### src/rtl/lea_pkg.sv
package lea_pkg;

  // default of the line store depth
  localparam int unsigned LINE_MAX_DEF = 32;

  localparam logic [7:0] BYTE_CLR = 8'd0;
  localparam logic [7:0] BYTE_BS  = 8'd8;
  localparam logic [7:0] BYTE_LF  = 8'd10;
  localparam logic [7:0] BYTE_CR  = 8'd13;

  localparam logic [1:0] KIND_ECHO = 2'd0;
  localparam logic [1:0] KIND_CHAR = 2'd1;
  localparam logic [1:0] KIND_TERM = 2'd2;

  // one result word handed from the sequencer to the output register
  typedef struct packed {
    logic       load;
    logic [1:0] kind;
    logic [7:0] data;
    logic       overflow;
    logic       last;
  } lea_res_t;

endpackage

### src/rtl/lea_ram.sv
module lea_ram #(
  parameter int unsigned WIDTH = 8,
  parameter int unsigned DEPTH = 32,
  localparam int unsigned AddrW = (DEPTH > 1) ? $clog2(DEPTH) : 1
) (
  input  logic             clk_i,
  input  logic             wr_en_i,
  input  logic [AddrW-1:0] wr_addr_i,
  input  logic [WIDTH-1:0] wr_data_i,
  input  logic             rd_en_i,
  input  logic [AddrW-1:0] rd_addr_i,
  output logic [WIDTH-1:0] rd_data_o
);

  logic [WIDTH-1:0] mem_q [DEPTH];
  logic [WIDTH-1:0] rd_data_q;

  always_ff @(posedge clk_i) begin
    if (wr_en_i) begin
      mem_q[wr_addr_i] <= wr_data_i;
    end
    if (rd_en_i) begin
      rd_data_q <= mem_q[rd_addr_i];
    end
  end

  assign rd_data_o = rd_data_q;

endmodule

### src/rtl/lea_seq.sv
module lea_seq
  import lea_pkg::*;
#(
  parameter int unsigned LINE_MAX = LINE_MAX_DEF,
  localparam int unsigned AddrW = (LINE_MAX > 1) ? $clog2(LINE_MAX) : 1,
  localparam int unsigned LenW  = $clog2(LINE_MAX + 1)
) (
  input  logic             clk_i,
  input  logic             rst_ni,
  input  logic             echo_i,
  input  logic             in_valid_i,
  input  logic [7:0]       rx_byte_i,
  output logic             in_stall_o,
  input  logic             out_free_i,
  output lea_res_t         res_o,
  output logic             wr_en_o,
  output logic [AddrW-1:0] wr_addr_o,
  output logic [7:0]       wr_data_o,
  output logic             rd_en_o,
  output logic [AddrW-1:0] rd_addr_o,
  input  logic [7:0]       rd_data_i
);

  typedef enum logic [4:0] {
    S_IDLE = 5'b00001,
    S_ECHO = 5'b00010,
    S_READ = 5'b00100,
    S_CHAR = 5'b01000,
    S_TERM = 5'b10000
  } state_e;

  localparam logic [LenW-1:0] LenMax = LenW'(LINE_MAX);

  state_e           state_q, state_d;
  logic [LenW-1:0]  len_q, len_d;
  logic             ale_q, ale_d;
  logic             drop_q, drop_d;
  logic             emit_q, emit_d;
  logic [7:0]       byte_q, byte_d;
  logic [AddrW-1:0] idx_q, idx_d;
  logic             line_empty;
  logic             is_le;
  state_e           line_start;

  assign line_empty = (len_q == '0);
  assign line_start = line_empty ? S_TERM : S_READ;
  assign is_le      = (rx_byte_i == BYTE_LF) || (rx_byte_i == BYTE_CR);

  assign in_stall_o = (state_q != S_IDLE);
  assign wr_addr_o  = len_q[AddrW-1:0];
  assign wr_data_o  = rx_byte_i;
  assign rd_addr_o  = idx_q;

  always_comb begin
    state_d = state_q;
    len_d   = len_q;
    ale_d   = ale_q;
    drop_d  = drop_q;
    emit_d  = emit_q;
    byte_d  = byte_q;
    idx_d   = idx_q;
    wr_en_o = 1'b0;
    rd_en_o = 1'b0;
    res_o   = '0;

    unique case (state_q)
      S_IDLE: begin
        if (in_valid_i) begin
          byte_d = rx_byte_i;
          idx_d  = '0;
          emit_d = 1'b0;
          case (rx_byte_i) inside
            BYTE_CLR: begin
              len_d  = '0;
              drop_d = 1'b0;
              ale_d  = 1'b0;
            end
            BYTE_BS: begin
              if (!line_empty) begin
                len_d = len_q - 1'b1;
              end
              ale_d = 1'b0;
            end
            BYTE_LF, BYTE_CR: begin
              // empty line right after a line end is swallowed (crlf)
              if (line_empty && ale_q) begin
                ale_d = 1'b0;
              end else begin
                emit_d = 1'b1;
              end
            end
            default: begin
              if (len_q < LenMax) begin
                wr_en_o = 1'b1;
                len_d   = len_q + 1'b1;
              end else begin
                drop_d = 1'b1;
              end
              ale_d = 1'b0;
            end
          endcase
          if (echo_i) begin
            state_d = S_ECHO;
          end else if (is_le && !(line_empty && ale_q)) begin
            state_d = line_start;
          end
        end
      end
      S_ECHO: begin
        if (out_free_i) begin
          res_o.load = 1'b1;
          res_o.kind = KIND_ECHO;
          res_o.data = byte_q;
          res_o.last = !emit_q;
          state_d    = emit_q ? line_start : S_IDLE;
        end
      end
      S_READ: begin
        rd_en_o = 1'b1;
        state_d = S_CHAR;
      end
      S_CHAR: begin
        if (out_free_i) begin
          res_o.load = 1'b1;
          res_o.kind = KIND_CHAR;
          res_o.data = rd_data_i;
          idx_d      = idx_q + 1'b1;
          state_d    = ((LenW'(idx_q) + 1'b1) == len_q) ? S_TERM : S_READ;
        end
      end
      S_TERM: begin
        if (out_free_i) begin
          res_o.load     = 1'b1;
          res_o.kind     = KIND_TERM;
          res_o.overflow = drop_q;
          res_o.last     = 1'b1;
          len_d          = '0;
          drop_d         = 1'b0;
          ale_d          = 1'b1;
          state_d        = S_IDLE;
        end
      end
      default: state_d = S_IDLE;
    endcase
  end

  always_ff @(posedge clk_i or negedge rst_ni) begin
    if (!rst_ni) begin
      state_q <= S_IDLE;
      len_q   <= '0;
      ale_q   <= 1'b0;
      drop_q  <= 1'b0;
      emit_q  <= 1'b0;
      idx_q   <= '0;
    end else begin
      state_q <= state_d;
      len_q   <= len_d;
      ale_q   <= ale_d;
      drop_q  <= drop_d;
      emit_q  <= emit_d;
      idx_q   <= idx_d;
    end
  end

  always_ff @(posedge clk_i) begin
    byte_q <= byte_d;
  end

endmodule

### src/rtl/line_editor_assembler_core.sv
// line editor / assembler: builds text lines from received bytes
// input channel: one byte per word on rx_byte_i, in_valid_i / in_stall_o
// output channel: kind_o, data_o, overflow_o, last_o words, out_valid_o / out_stall_i
// config channel: cfg_echo_enable_i written when cfg_valid_i and cfg_ready_o
//   (always ready); write it only while the block is idle
// every result passes through one output register, so a stalled receiver
// only holds the sequencer, and the held word stays put
// timing: a byte that gives no result is taken every cycle; with echo on a
// byte waits in the echo state until its echo word is loaded; a line end then
// passes a read and a character state per stored character, then the
// terminator state, set by the one read port of the line store, which needs a
// read before each character word; the first result is loaded from the state
// entered as the byte is taken (after the read state for a stored character)
// reset: line empty, echo off, output empty; store contents are don't-care
module line_editor_assembler_core
  import lea_pkg::*;
#(
  parameter int unsigned LINE_MAX = LINE_MAX_DEF
) (
  input  logic       clk_i,
  input  logic       rst_ni,
  input  logic       in_valid_i,
  output logic       in_stall_o,
  input  logic [7:0] rx_byte_i,
  output logic       out_valid_o,
  input  logic       out_stall_i,
  output logic [1:0] kind_o,
  output logic [7:0] data_o,
  output logic       overflow_o,
  output logic       last_o,
  input  logic       cfg_valid_i,
  output logic       cfg_ready_o,
  input  logic       cfg_echo_enable_i
);

  localparam int unsigned AddrW = (LINE_MAX > 1) ? $clog2(LINE_MAX) : 1;

  lea_res_t         res;
  logic             echo_q;
  logic             out_valid_q;
  logic [1:0]       kind_q;
  logic [7:0]       data_q;
  logic             overflow_q;
  logic             last_q;
  logic             out_free;
  logic             wr_en;
  logic [AddrW-1:0] wr_addr;
  logic [7:0]       wr_data;
  logic             rd_en;
  logic [AddrW-1:0] rd_addr;
  logic [7:0]       rd_data;

  assign cfg_ready_o = 1'b1;
  assign out_free    = !out_valid_q || !out_stall_i;

  lea_seq #(
    .LINE_MAX(LINE_MAX)
  ) u_seq (
    .clk_i     (clk_i),
    .rst_ni    (rst_ni),
    .echo_i    (echo_q),
    .in_valid_i(in_valid_i),
    .rx_byte_i (rx_byte_i),
    .in_stall_o(in_stall_o),
    .out_free_i(out_free),
    .res_o     (res),
    .wr_en_o   (wr_en),
    .wr_addr_o (wr_addr),
    .wr_data_o (wr_data),
    .rd_en_o   (rd_en),
    .rd_addr_o (rd_addr),
    .rd_data_i (rd_data)
  );

  lea_ram #(
    .WIDTH(8),
    .DEPTH(LINE_MAX)
  ) u_store (
    .clk_i    (clk_i),
    .wr_en_i  (wr_en),
    .wr_addr_i(wr_addr),
    .wr_data_i(wr_data),
    .rd_en_i  (rd_en),
    .rd_addr_i(rd_addr),
    .rd_data_o(rd_data)
  );

  always_ff @(posedge clk_i or negedge rst_ni) begin
    if (!rst_ni) begin
      echo_q      <= 1'b0;
      out_valid_q <= 1'b0;
    end else begin
      if (cfg_valid_i && cfg_ready_o) begin
        echo_q <= cfg_echo_enable_i;
      end
      if (res.load) begin
        out_valid_q <= 1'b1;
      end else if (!out_stall_i) begin
        out_valid_q <= 1'b0;
      end
    end
  end

  always_ff @(posedge clk_i) begin
    if (res.load) begin
      kind_q     <= res.kind;
      data_q     <= res.data;
      overflow_q <= res.overflow;
      last_q     <= res.last;
    end
  end

  assign out_valid_o = out_valid_q;
  assign kind_o      = kind_q;
  assign data_o      = data_q;
  assign overflow_o  = overflow_q;
  assign last_o      = last_q;

  // a word is only loaded into a free output register
  a_load_free: assert property (@(posedge clk_i) disable iff (!rst_ni)
    res.load |-> out_free)
    else $error("result loaded over a held word");

  // a byte is never taken while the sequencer is producing a word
  a_accept_idle: assert property (@(posedge clk_i) disable iff (!rst_ni)
    (in_valid_i && !in_stall_o) |-> !res.load)
    else $error("byte taken during result emission");

  // terminators close the byte's results; overflow only rides on terminators
  a_term_last: assert property (@(posedge clk_i) disable iff (!rst_ni)
    (out_valid_o && kind_o == KIND_TERM) |-> last_o)
    else $error("terminator not marked last");

  a_ovf_term: assert property (@(posedge clk_i) disable iff (!rst_ni)
    (out_valid_o && overflow_o) |-> (kind_o == KIND_TERM))
    else $error("overflow on a non-terminator word");

endmodule

### config.mk
export PLATFORM = sky130hd
export DESIGN_NAME = line_editor_assembler_core
export DESIGN_NICKNAME = d
export VERILOG_FILES = /design/src/rtl/lea_pkg.sv /design/src/rtl/lea_ram.sv /design/src/rtl/lea_seq.sv /design/src/rtl/line_editor_assembler_core.sv
export SDC_FILE = /design/constraint.sdc
export NUM_CORES = 1
export LEC_CHECK = 0
export BUFFER_PORTS_ARGS = -buffer_cell sky130_fd_sc_hd__buf_2
export CORE_AREA = 2 2 140 142
export CTS_CLUSTER_SIZE = 25
export DETAILED_ROUTE_END_ITERATION = 8
export DIE_AREA = 0 0 142 144
export PLACE_DENSITY = 0.83
export SLEW_MARGIN = 20
export SYNTH_ARGS = -nofsm -noshare
export SYNTH_HDL_FRONTEND = slang
export SYNTH_HIERARCHICAL = 1
export SYNTH_SLANG_ARGS = --single-unit
### constraint.sdc
create_clock -name clk_i -period 7.2 [get_ports clk_i]
set_input_delay 0.72 -clock clk_i [delete_from_list [all_inputs] [get_ports clk_i]]
set_output_delay 0.72 -clock clk_i [all_outputs]
set_load 0.05 [all_outputs]
==> out/summary.log <==
INFO  synthesis      synthDistinctLibCells=60
INFO  die            core_footprint=19,100squm
INFO  setup_path     critical_path_peak_fanout=38
INFO  setup_path     regToRegStartpoint=u_seq/state_q[1]
INFO  worst_hold_path hold_class=input pin to asynchronous set/reset pin
INFO  synthesis      syn-num-nets=652
INFO  route          route.antenna.remaining_nets=0
INFO  setup_path     timing.critical_path.to_type=flop
INFO  synthesis      ys_seq_area_share=72.7%
INFO  synthesis      synthesis.yosys.warnings=6
INFO  setup_path     critical_path_required=7.37ns
INFO  route          final_routed_wirelength_across_all_metal_layers=27,500um
INFO  synthesis      avgSynthCellArea=19.6squm
INFO  layout         multi_input_comb_area=3110squm
INFO  setup_path     path_class=input pin to flop
INFO  synthesis      synthFlopType=edfxtp_1
INFO  placed_design  numPortBuffers=27
INFO  layout         nFillCells=1,045
INFO  layout         antenna_cells=0
INFO  layout         finish.net_count=669
INFO  cts            cts.clk_slew.worst_paths=0.06ns
INFO  global_route   global_route.overflow_total=0
INFO  global_route   grt_pass1_wl=40,900um
INFO  synthesis      synthArstFlopShare=6.89%
INFO  cts            cts_buffer_depth=3
INFO  route          detail_route.vias_per_cell=7.09
INFO  placed_design  placed_cells=859
INFO  placed_design  place_hpwl=15,500um
INFO  cts            clock_sink_count=305
INFO  setup_path     ff_to_ff_end=u_store/mem_q[17][2]
INFO  synthesis      post-synth-top-count-cell=edfxtp_1
INFO  synthesis      synthTopCellsByArea=edfxtp_1, mux4_2, dfrtp_1
INFO  placed_design  finalWeightedCongestion=0.874
INFO  synthesis      ys_top_cells_by_count=edfxtp_1, mux4_2, nor2_1
INFO  route          post-route-drc-count=0
INFO  cts            htree_num_levels=1
INFO  timing         timing.final.crit_period=3.42ns
INFO  die            row_count=51
INFO  cts            clock_latency=0.54ns
INFO  die            initial_cell_density_of_the_core=65.3%
INFO  timing         grt_setup_unrepaired=no
INFO  cts            clk_root_buffer_cell=clkbuf_16
INFO  timing         tightest_pin_transition=0.998ns
INFO  timing         worst_clock_skew=0.0111ns
INFO  setup_path     critical_path.startpoint=rx_byte_i[0]
INFO  global_route   grt_start_max_net_pins=72
INFO  synthesis      post_synthesis_register_bit_count=305
INFO  layout         layout.cells.non_filler=913
INFO  layout         register_area=9060squm
INFO  die            fp.dieArea=20,400squm
INFO  run            timing.max_cap.violations=0
INFO  run_status     status=finished, final reports clean
INFO  cts            cts_setup_buffers=0
INFO  cts            cts_tree=yes
INFO  global_route   antenna_violations_before_repair=0
INFO  power_and_ir_drop worst_ir_drop_vdd=0.223mV
INFO  layout         syn_to_final_growth=9.59%
INFO  cts            cts-resized-gates=0
INFO  synthesis      synth.cell_area=12,500squm
INFO  timing         final-setup-viol-count=0
INFO  setup_path     worstRegToRegCells=6
INFO  synthesis      post-synth-top-area-cell=edfxtp_1
INFO  die            design.portCount=29
INFO  route          drt_iter0_drc=944
INFO  synthesis      synth_edf_count=284
INFO  layout         layout-drive-gt1-share=27.0%
INFO  route          num_vias=6,473
INFO  synthesis      synthesis.instances=636
INFO  die            fp.dieW=142um
INFO  timing         slew_violations=0
INFO  power_and_ir_drop leakage=4.35nW
INFO  route          detail_route.wl_per_cell=30.1um
INFO  timing         setup_tns=0ns
INFO  power_and_ir_drop power_density=303nW/um^2
INFO  timing         max_freq=292MHz
INFO  timing         timing.slew.headroom=33.5%
INFO  cts            cts_hold_repair.buffers=0
INFO  global_route   grt_pass1_vias=6,278
INFO  die            die_height=144um
INFO  setup_path     cp-start-kind=input pin
INFO  cts            cts_made_buffers=30
INFO  synthesis      post-synth-top-area-fraction=68.4%
INFO  global_route   globalRouteTotalUtil=27.9%
INFO  timing         finalCritPeriodShare=47.5%
INFO  setup_path     timing.reg2reg.setup_slack=3.86ns
INFO  route          firstDrtPassIters=5
INFO  setup_path     cp_data_arrival_time=3.59ns
INFO  timing         report.final.hold_viol_count=0
[cell type report]
cell class / instances / area share (%)
sequential: 305 / 66.3
inverter: 7 / 0.192
tap: 238 / 2.18
clock inverter: 17 / 1.50
timing repair buffer: 30 / 1.15
multi-input combinational: 279 / 22.8
clock buffer: 37 / 5.85
[report_power, final]
| part | switching, mW | internal [mW] | leakage, nW |
|---|---|---|---|
| registers | 0.108 | 2.04 | 2.84 |
| clock network | 0.629 | 0.960 | 0.491 |
| logic | 0.264 | 0.135 | 1.02 |
[stage by stage]
stage	hold WS, ns	instance area (sq um)	util (%)	worst slack, ns	total power [mW]
finish	0.140	13700	71.6	3.78	4.14
global placement	0.482	12700	66.3	3.51	2.54
detailed placement	0.506	12700	66.3	3.27	2.56
global route	0.164	13700	71.6	3.65	4.24
CTS	0.144	13700	71.6	3.82	4.14
floorplan	0.424	12500	-	4.35	2.44
[layer usage]
| layer | GRT usage [%] | vias up | wire length [um] |
|---|---|---|---|
| li1 | - | 2625 | - |
| met1 | 38.8 | 3367 | 10400 |
| met2 | 47.9 | 431 | 14100 |
| met3 | 4.01 | 50 | 2300 |
| met4 | 6.63 | 0 | 678 |
| met5 | 0 | - | 0 |
[worst max path at each step]
stage	to	slack, ns	depth (start not counted)
after global routing	u_store/mem_q[21][2]	3.65	7
final	u_store/mem_q[17][2]	3.78	7
after floorplan	u_store/mem_q[0][0]	4.35	7
after detailed placement	u_store/mem_q[16][7]	3.27	7
after CTS	u_store/rd_data_o[6]	3.82	4
after global placement	u_store/mem_q[16][6]	3.51	7
[worst max-delay path, cell delays in order]
cell      delay (ns)
buf_2           0.62
nor2_1          0.21
a32o_1          0.27
a21oi_1         0.22
and2_1          0.23
nand3b_1        0.49
nor2_1          0.82
[cell families after synthesis]
group / after synthesis / synth area share [%]
and+or+nand+nor: 119 / 5.14
buffers and inverters: 52 / 2.43
adders and majority gates: 2 / 0.201
AOI/OAI and AO/OA: 56 / 3.36
other: 1 / 0.0301
muxes: 91 / 15.5
xor gates and xnor gates: 10 / 0.703
DFF: 305 / 72.7
[cell usage in the layout (no fill, tap or decap), types with 9 or more instances in the layout]
| cell type | Yosys | layout |
|---|---|---|
| a22o_1 | 9 | 9 |
| nor2_1 | 47 | 47 |
| mux2_2 | 9 | 9 |
| nand3_1 | 13 | 13 |
| dfrtp_1 | 20 | 17 |
| buf_2 | 5 | 27 |
| nand2_1 | 18 | 18 |
| clkbuf_16 | 0 | 31 |
| edfxtp_1 | 284 | 284 |
| a21oi_1 | 9 | 9 |
| mux4_2 | 80 | 80 |
[registers in the layout, summed over array words and instances, names as in the netlist, 2 cells and up]
name and cells:
data_o 8, kind_o 2, u_seq/byte_q 8, u_seq/len_q 6
u_seq/rd_addr_o 5, u_seq/state_q 5, u_store/mem_q 256, u_store/rd_data_o 8
(Power assumes the default switching activity.)
